## config.mk

```make
export PLATFORM = sky130hd
export DESIGN_NAME = tlbp_ctrl
export DESIGN_NICKNAME = d
export VERILOG_FILES = /design/src/hw/rtl/tlbp_pkg.sv /design/src/hw/rtl/tlbp_ctrl.sv
export SDC_FILE = /design/constraint.sdc
export NUM_CORES = 1
export LEC_CHECK = 0
export ABC_AREA = 1
export ABC_CLOCK_PERIOD_IN_PS = 3000
export BUFFER_PORTS_ARGS = -buffer_cell sky130_fd_sc_hd__buf_4
export CAP_MARGIN = 20
export CORE_AREA = 2 2 39 41
export CTS_BUF_LIST = sky130_fd_sc_hd__clkbuf_2
export DETAILED_ROUTE_END_ITERATION = 6
export DIE_AREA = 0 0 41 43
export GPL_ROUTABILITY_DRIVEN = 0
export PLACE_DENSITY = 0.46
export SETUP_SLACK_MARGIN = 0.3
export SLEW_MARGIN = 20
export SYNTH_ARGS = -nofsm -noshare
export SYNTH_HDL_FRONTEND = slang
export SYNTH_SLANG_ARGS = --single-unit
```

## constraint.sdc

```tcl
create_clock -name clk -period 3 [get_ports clk]
set_input_delay 0.15 -clock clk [delete_from_list [all_inputs] [get_ports clk]]
set_output_delay 0.15 -clock clk [all_outputs]
set_load 0.05 [all_outputs]
```

## src/hw/rtl/tlbp_pkg.sv

```systemverilog
// Package for the two-level branch predictor with BTB.
// Types, constants and the FSM state enum; no dependencies.
package tlbp_pkg;

  localparam int BtbEntriesDef = 16;
  localparam int MaxHistoryDef = 8;
  localparam int AddrW         = 3;

  localparam logic [AddrW-1:0] RegHistBits   = 3'd0;
  localparam logic [AddrW-1:0] RegCtrInit    = 3'd1;
  localparam logic [AddrW-1:0] RegGlobHist   = 3'd2;
  localparam logic [AddrW-1:0] RegGlobTable  = 3'd3;
  localparam logic [AddrW-1:0] RegShareMode  = 3'd4;

  localparam logic [1:0] ShareNone = 2'd0;
  localparam logic [1:0] SharePc2  = 2'd1;
  localparam logic [1:0] SharePc16 = 2'd2;

  // counter_init after reset; also the value every table yields after reset
  localparam logic [1:0] CtrInitRst = 2'd1;

  typedef struct packed {
    logic        func;
    logic [31:0] pc;
    logic [31:0] target_pc;
    logic        taken;
    logic [31:0] predicted_dst;
  } in_req_t;

  typedef struct packed {
    logic        pred_taken;
    logic [31:0] pred_target;
    logic [31:0] branch_count;
    logic [31:0] flush_count;
  } out_req_t;

  typedef enum logic [2:0] {
    ST_INIT,
    ST_IDLE,
    ST_LOOK,
    ST_OUT,
    ST_CLEAR
  } state_t;

  // controller to datapath
  typedef struct packed {
    logic capture;   // latch request, launch table reads
    logic execute;   // compute result, write back state
    logic sweep;     // clear one counter memory slot
  } cmd_t;

  // datapath to controller
  typedef struct packed {
    logic wrap;        // this update wraps its row stamp, row must be swept
    logic sweep_last;  // sweep is at its last slot
  } sts_t;

endpackage

```

## src/hw/rtl/tlbp_ctrl.sv

```systemverilog
// Controller FSM for the branch predictor.
// Depends on tlbp_pkg.
module tlbp_ctrl (
  input  logic               clk,
  input  logic               rst_n,
  input  logic               in_valid,
  output logic               in_ready,
  output logic               out_valid,
  input  logic               out_ready,
  input  tlbp_pkg::sts_t     sts,
  output tlbp_pkg::cmd_t     cmd
);

  tlbp_pkg::state_t state_r, state_nxt;

  always_ff @(posedge clk) begin
    if (!rst_n) begin
      state_r <= tlbp_pkg::ST_INIT;
    end else begin
      state_r <= state_nxt;
    end
  end

  always_comb begin
    state_nxt = state_r;
    unique case (state_r)
      tlbp_pkg::ST_INIT: if (sts.sweep_last) state_nxt = tlbp_pkg::ST_IDLE;
      tlbp_pkg::ST_IDLE: if (in_valid) state_nxt = tlbp_pkg::ST_LOOK;
      tlbp_pkg::ST_LOOK: state_nxt = sts.wrap ? tlbp_pkg::ST_CLEAR : tlbp_pkg::ST_OUT;
      tlbp_pkg::ST_CLEAR: if (sts.sweep_last) state_nxt = tlbp_pkg::ST_OUT;
      tlbp_pkg::ST_OUT: begin
        if (out_ready) state_nxt = in_valid ? tlbp_pkg::ST_LOOK : tlbp_pkg::ST_IDLE;
      end
      default: state_nxt = tlbp_pkg::ST_INIT;
    endcase
  end

  always_comb begin
    in_ready    = 1'b0;
    out_valid   = 1'b0;
    cmd.capture = 1'b0;
    cmd.execute = 1'b0;
    cmd.sweep   = 1'b0;
    unique case (state_r)
      tlbp_pkg::ST_INIT, tlbp_pkg::ST_CLEAR: cmd.sweep = 1'b1;
      tlbp_pkg::ST_IDLE: begin
        in_ready    = 1'b1;
        cmd.capture = in_valid;
      end
      tlbp_pkg::ST_LOOK: cmd.execute = 1'b1;
      tlbp_pkg::ST_OUT: begin
        out_valid   = 1'b1;
        in_ready    = out_ready;
        cmd.capture = out_ready & in_valid;
      end
      default: ;
    endcase
  end

  a_out_after_look: assert property (@(posedge clk) disable iff (!rst_n)
    state_r == tlbp_pkg::ST_LOOK |=> (out_valid || state_r == tlbp_pkg::ST_CLEAR))
    else $error("no result after lookup");
  a_cap_to_exec: assert property (@(posedge clk) disable iff (!rst_n)
    cmd.capture |=> cmd.execute)
    else $error("capture not followed by execute");
  a_excl: assert property (@(posedge clk) disable iff (!rst_n)
    !((cmd.execute || cmd.sweep) && (in_ready || out_valid)))
    else $error("execute or sweep overlaps handshake");

endmodule

```

* After elaboration in Yosys (flattened, before gate mapping)
Index checks and enable logic that the tools add are counted.
Cells by class: bitwise logic cells 1, mux-type cells 12, eq/ne operators 8, reduce and logical (&&, ||, !) cells 3
Operators by type and width (number):
- $mux 3 | 5
- $pmux 3 s5 | 1
- $ne 2x2->1 const B | 4
- $eq 3x2->1 const B | 2
- $pmux 1 s2 | 2
- $reduce_and 4->1 | 1
- $eq 3x1->1 const B | 1
- $eq 3x3->1 const B | 1
- $logic_not 3->1 | 1
- $mux 1 | 3
- $mux 2 | 1
- $reduce_or 2->1 | 1
- $and 1x1->1 | 1
Storage, ports and cells: word-level logic and storage cells 25, bits of input ports 6, register bits 3

* Depth between registers and ports, before layout
Gate-level depths: netlist of the first run.
depth after elaboration 3, gate-level depth with buffers 8, gate-level depth less buffers 8

* Worst setup path after synthesis of the first run
Ideal clock, no wire load.
kind reg-to-reg, from register state_r[1], to register state_r[2], path slack 1174 ps, library setup time 70 ps, data arrival time 1756 ps, required time 2930 ps, stages on the path, launching flop included 5, cell sequence dfxtp_1 > inv_2 > nor3_1 > nand2_1 > a21oi_1
On the way: cells in the longest elaborated chain, start to end 3, elaborated cells on any way between the ends 11, those cells by class eq/ne (8); mux (1); reduce/logical (2)
RTL lines:
- start: declaration | RTL line tlbp_ctrl.sv:14 | tlbp_pkg::state_t state_r, state_nxt;
- start signal: assignment | RTL line tlbp_ctrl.sv:18 | state_r <= tlbp_pkg::ST_INIT;
- start signal: assignment | RTL line tlbp_ctrl.sv:20 | state_r <= state_nxt;
- $eq 3x3->1, or another cell as far along | RTL line tlbp_ctrl.sv:26 | unique case (state_r)
- $ne 2x2->1 (no source line)
- $reduce_and 4->1 (no source line)
Several ways; a longest one is shown, not always the timed one. A chain may end at the register's enable or synchronous reset.

==> results of run 1 <==
[worst max path at each step]
stage	slack, ns	start	end	depth (start not counted)
finish	1.71	state_r[0]	cmd[2]	3
global route	1.61	state_r[0]	cmd[2]	3
CTS	1.69	state_r[0]	cmd[2]	3
detailed placement	1.93	state_r[0]	cmd[2]	3
global placement	1.94	state_r[1]	cmd[1]	3
floorplan	1.17	state_r[1]	state_r[2]	4
[cells by family (layout without fill, tap and decap cells)]
kind of cell	count (synthesis)	count (layout)	share of synthesized area
compound gates	4	4	0.0847
buf+inv	7	21	0.111
flops	3	3	0.254
simple gates	25	25	0.550
[synthesized netlist by cell type, drive strengths merged]
| cell type | instances |
|---|---|
| nor3 | 2 |
| dfxtp | 3 |
| nand3b | 2 |
| nand2 | 11 |
| nor2 | 7 |
| inv | 7 |
| a21oi | 4 |
| nand3 | 3 |
[metal layers]
| layer | wire [µm] | up-vias | part of all wire |
|---|---|---|---|
| li1 | - | 151 | - |
| met1 | 251 | 111 | 0.44 |
| met2 | 274 | 8 | 0.47 |
| met3 | 52 | 0 | 0.090 |
| met4 | 0 | 0 | 0 |
| met5 | 0 | - | 0 |
[power groups by stage]
stage | clock network [W] | registers, W | logic (W)
after floorplan | 0 | 0.0000582 | 0.000140
after global placement | 0 | 0.0000593 | 0.000187
after detailed placement | 0 | 0.0000595 | 0.000186
after CTS | 0.0000614 | 0.0000587 | 0.000187
after global routing | 0.0000658 | 0.0000606 | 0.000200
final | 0.0000563 | 0.0000587 | 0.000184
[worst max-delay path, cell delays in order (launching register included)]
cell     delay, ns
dfxtp_1       0.40
nand2_2       0.13
nor3_1        0.18
buf_4         0.22
[per-stage QoR]
stage               cell area, µm²  setup slack [ns]   util
global placement               332              1.94  0.240
floorplan                      236              1.17      -
detailed placement             332              1.93  0.240
finish                         352              1.71  0.254
global route                   352              1.61  0.254
CTS                            352              1.69  0.254
[layout make-up]
class	instances	area (µm²)	share of cell area
clock buffer	4	20.0	0.0569
inverter	7	26.3	0.0747
multi-input combinational	29	150	0.427
sequential	3	60.1	0.171
tap	16	20.0	0.0569
timing repair buffer	10	75.1	0.214
==> results.txt, run 1 <==
----------------------------------------------------
[Global routing]
  Met3 track demand over resource ... 0.0314
  Wire length of the first global-routing pass ... 945 µm
  Maximum number of pins on one net before global-route repair ... 6
  Via count of the first global-routing pass ... 262
  Busiest metal layer after global routing ... met2
  All-layer global routing usage ... 0.0812
  Met2 global-route usage ... 0.116
  Met1 Resource Use GR ... 0.0927
  Number of antenna violations at the first check in global routing ... 0
  Grt ovf ... 0

[Layout]
  Number of nets at the end of the flow ... 60
  Ratio of cells with drive above 1 in the final layout ... 0.453
  Max FFs per register ... 3
  Number of filler cells placed in the layout ... 168
  Most frequent cells in the layout ... buf_4 (10), nand2_1 (8), inv_1 (4), a21oi_1 (4), clkbuf_2 (4)
  Commonest non-fill, non-tap cell in the layout ... buf_4
  Largest register by flop count ... state_r
  Relative area change from synthesis to final layout ... 48.7%
  Post-Layout Cell Count ... 69
  Final antenna diode count ... 0
  Largest registers ... state_r (3)

[CTS]
  Total CTS buffers ... 3
  Maximum level of the CTS H-tree ... 1
  Number of buffers inserted to repair setup after CTS ... 0
  CTS tree ... yes
  Maximum buffer depth of the clock tree ... 2
  Clock transition time at the flip-flop clock pins of the worst setup and hold paths ... 0.04 ns
  Library cell used as clock root buffer ... clkbuf_2
  Number of clock sinks seen by CTS ... 3
  Clk_lat worst skew ... 0.20 ns
  Count of hold-fix buffers inserted at cts ... 0
  Cts repair resizes ... 0

[Drt]
  Via density per instance ... 3.91
  DRT antenna net count ... 0
  DRC Markers ... 0
  DRT iter0 DRCs ... 2
  Detailed Route WL ... 577 µm
  Detailed-route via count ... 270
  Routed wirelength normalized by instance count ... 8.36 µm
  First-pass detailed-route iteration total ... 2

[Yosys]
  Proportion of synthesized chip area in sequential cells ... 0.254
  Number of standard cells after synthesis ... 39
  Total nets after synthesis ... 45
  Cell area after technology mapping ... 236 µm²
  Synth cell types ... 12
  Number of synthesized register bits ... 3
  Cell taking the most area after synthesis ... dfxtp_1
  Share of Yosys cell area claimed by the top area cell type ... 0.254
  Mean area per synthesized cell ... 6.06 µm²
  Number of warnings reported in the yosys synthesis log ... 0
  Top cells by area in the synthesized netlist ... dfxtp_1 (25%), nand2_1 (13%), a21oi_1 (8.5%)

[Place]
  Placed cell count ... 65
  Port-buffer cells ... 10
  Dpl hpwl ... 472 µm

[Floorplanning]
  Die H ... 43 µm
  Die Wd ... 41 µm
  Overall die area ... 0.00176 mm²
  Starting density of the core ... 0.171
  Core ar. ... 0.00138 mm²
  Cell Rows ... 14
  Count of pins on the block boundary ... 11

[Timing]
  Post-route minimum period ... 1.29 ns
  Maximum clock skew at final layout ... 0.00283 ns
  Final Max Slew Viols ... 0
  Final TNS setup ... 0 ns
  Post-route worst hold slack ... 0.217 ns
  RSZ-0062 raised after global routing ... false
  Final hold violation count ... 0
  Final setup violation count ... 0
  Peak clock frequency supported by timing ... 775 MHz
  Fraction of the cycle the final worst path needs ... 0.430
  Measured slew at the worst slew-check pin ... 0.238 ns
  Max-slew headroom at the worst pin ... 0.840

[Power]
  Peak supply drop ... 0.213 mV
  Pwr/cell area ... 852 mW/mm²
  Proportion of power drawn by flip-flops and latches ... 0.196
  Int Power ... 0.000142 W
  Fraction of power spent switching nets ... 0.527
  Comb power frac ... 0.616
  Clock share of power ... 0.188
  Switching power ... 0.000158 W
  Overall power after layout ... 0.000299 W
  Leakage ... 0.174 nW

[Worst setup path]
  Reg-to-reg endpoint ... state_r[1]
  Top fanout value on the critical path ... 5
  Kind of launch point of the worst setup path ... flip-flop
  Register-to-register path setup slack ... 1.94 ns
  Data arrival time of the critical path ... 1.14 ns
  Reg2Reg Depth ... 8
  Start-to-end type of the worst setup path ... flip-flop to primary output
  Req. time, crit path ... 2.85 ns
  Launch instance of the worst register-to-register path ... state_r[2]
  Endpoint kind of the worst setup timing path ... primary output

[Hold path]
  Hold Path Depth ... 3
  HP Start ... rst_n
  Hold path endpoint ... state_r[0]
  Worst min path class ... primary input to flip-flop

[Flow run]
  Maxcap violations ... 0

[Status]
  Run status ... complete, no violations

----------------------------------------------------
Note: power is estimated with default switching activity, not from simulation.
==> run 2: changes to the inputs <==
ABC_CLOCK_PERIOD_IN_PS = 1100   (was 3000)
PLACE_DENSITY = 0.47   (was 0.46)
clock period = 1.1 ns   (was 3 ns; I/O delays follow)
==> results.txt, run 2 (synthesis gave the netlist of run 1 again) <==
----------------------------------------------------
[Layout]
  Largest registers ... state_r (3)
  Relative area change from synthesis to final layout ... 128%
  Commonest non-fill, non-tap cell in the layout ... buf_4
  Final antenna diode count ... 0
  Max FFs per register ... 3
  Largest register by flop count ... state_r
  Ratio of cells with drive above 1 in the final layout ... 0.700
  Summed area of non-filler cells in the final layout ... 538 µm²
  Most frequent cells in the layout ... buf_4 (9), nand2_1 (7), buf_6 (6)
  Number of nets at the end of the flow ... 67

[CTS]
  Clk_lat worst skew ... 0.22 ns
  Total CTS buffers ... 3
  Count of hold-fix buffers inserted at cts ... 0
  Number of clock sinks seen by CTS ... 3
  Maximum buffer depth of the clock tree ... 2
  Library cell used as clock root buffer ... clkbuf_2
  Clock transition time at the flip-flop clock pins of the worst setup and hold paths ... 0.04 ns
  CTS tree ... yes
  Maximum level of the CTS H-tree ... 1

[Worst setup path]
  Data arrival time of the critical path ... 1.09 ns
  Req. time, crit path ... 1.04 ns
  Start-to-end type of the worst setup path ... flip-flop to primary output
  Register-to-register path setup slack ... 0.01 ns
  Top fanout value on the critical path ... 4
  Kind of launch point of the worst setup path ... flip-flop
  Endpoint kind of the worst setup timing path ... primary output

[Timing]
  Final TNS setup ... -0.0481 ns
  Final setup violation count ... 1
  Max-slew headroom at the worst pin ... 0.879
  Maximum clock skew at final layout ... 0.00215 ns
  Final WS setup ... -0.0481 ns
  Final hold violation count ... 0
  Final Max Slew Viols ... 0
  Post-route minimum period ... 1.15 ns
  RSZ-0062 raised after global routing ... true
  Fraction of the cycle the final worst path needs ... 1.04
  Measured slew at the worst slew-check pin ... 0.180 ns
  Peak clock frequency supported by timing ... 871 MHz

[Global routing]
  Number of antenna violations at the first check in global routing ... 0
  Via count of the first global-routing pass ... 329
  Maximum number of pins on one net before global-route repair ... 6
  Grt ovf ... 0
  Wire length of the first global-routing pass ... 1210 µm
  All-layer global routing usage ... 0.107

[Place]
  Placement Cell Area ... 393 µm²
  Dpl hpwl ... 538 µm
  Port-buffer cells ... 10

[Floorplanning]
  Die H ... 43 µm
  Die Wd ... 41 µm
  Count of pins on the block boundary ... 11
  Cell Rows ... 14
  Starting density of the core ... 0.171
  Overall die area ... 0.00176 mm²
  Core ar. ... 0.00138 mm²

[Power]
  Overall power after layout ... 0.00111 W
  Pwr/cell area ... 2060 mW/mm²
  Leakage ... 0.246 nW
  Peak supply drop ... 0.767 mV

[Drt]
  DRT antenna net count ... 0
  Routed wirelength normalized by instance count ... 9.61 µm
  DRC Markers ... 0
  DRT iter0 DRCs ... 4
  Detailed-route via count ... 330
  Detailed Route WL ... 730 µm
  Via density per instance ... 4.34
  First-pass detailed-route iteration total ... 2

[Hold path]
  Worst min path class ... primary input to flip-flop

[Flow run]
  Maxcap violations ... 0

[Status]
  Failing checks ... negative setup slack
  Run status ... finished with violations

----------------------------------------------------
## run 2: final timing paths
path                            startpoint    endpoint  cells past startpoint
worst max-delay path            state_r[1]      cmd[2]                      5
worst min-delay path                sts[1]  state_r[2]                      3
worst max register to register  state_r[1]  state_r[0]                      7
worst min register to register  state_r[2]  state_r[2]                      3
## run 2: layout make-up
type | count | area [µm²]
clock buffer | 4 | 20.0
fill | 155 | 846
inverter | 7 | 36.3
multi-input combinational | 29 | 225
sequential | 3 | 71.3
tap | 16 | 20.0
timing repair buffer | 17 | 165
## run 2: critical path: stages (launching register included)
cell     delay [ns]
dfxtp_4        0.36
inv_6          0.08
nor2_4         0.04
buf_6          0.11
nor3_4         0.11
buf_6          0.18
## run 2: where the power goes
part	switching (W)	leakage, nW	internal, W
registers	0.0000662	0.0267	0.000144
clock network	0.0000629	0.0166	0.0000958
logic	0.000425	0.203	0.000312
## run 2: layer usage
metal  share of wire  vias up  wire, µm  GRT usage
met1            0.35      145       256      0.113
met5               0        -         0          0
met4           0.055        0        40      0.120
met3           0.074        5        54     0.0157
li1                -      167         -          -
met2            0.52       13       379      0.159
## run 2: repair_timing
action | in CTS | in global routing
endpoints found under the setup margin | 8 | 8
resized for setup | 11 | 9
gates cloned | 0 | 0
pin swaps | 5 | 10
setup buffers | 4 | 2
## run 2: per-stage QoR
step           std cells  hold slack [ns]  setup WS (ns)  utilization
5_1_grt               76           0.0874         -0.111        0.389
3_5_place_dp          66            0.330         0.0591        0.284
4_1_cts               74            0.110        -0.0409        0.351
2_1_floorplan         39            0.179        -0.0712            -
6_report              76           0.0961        -0.0481        0.389
3_3_place_gp          66            0.323         0.0532        0.284
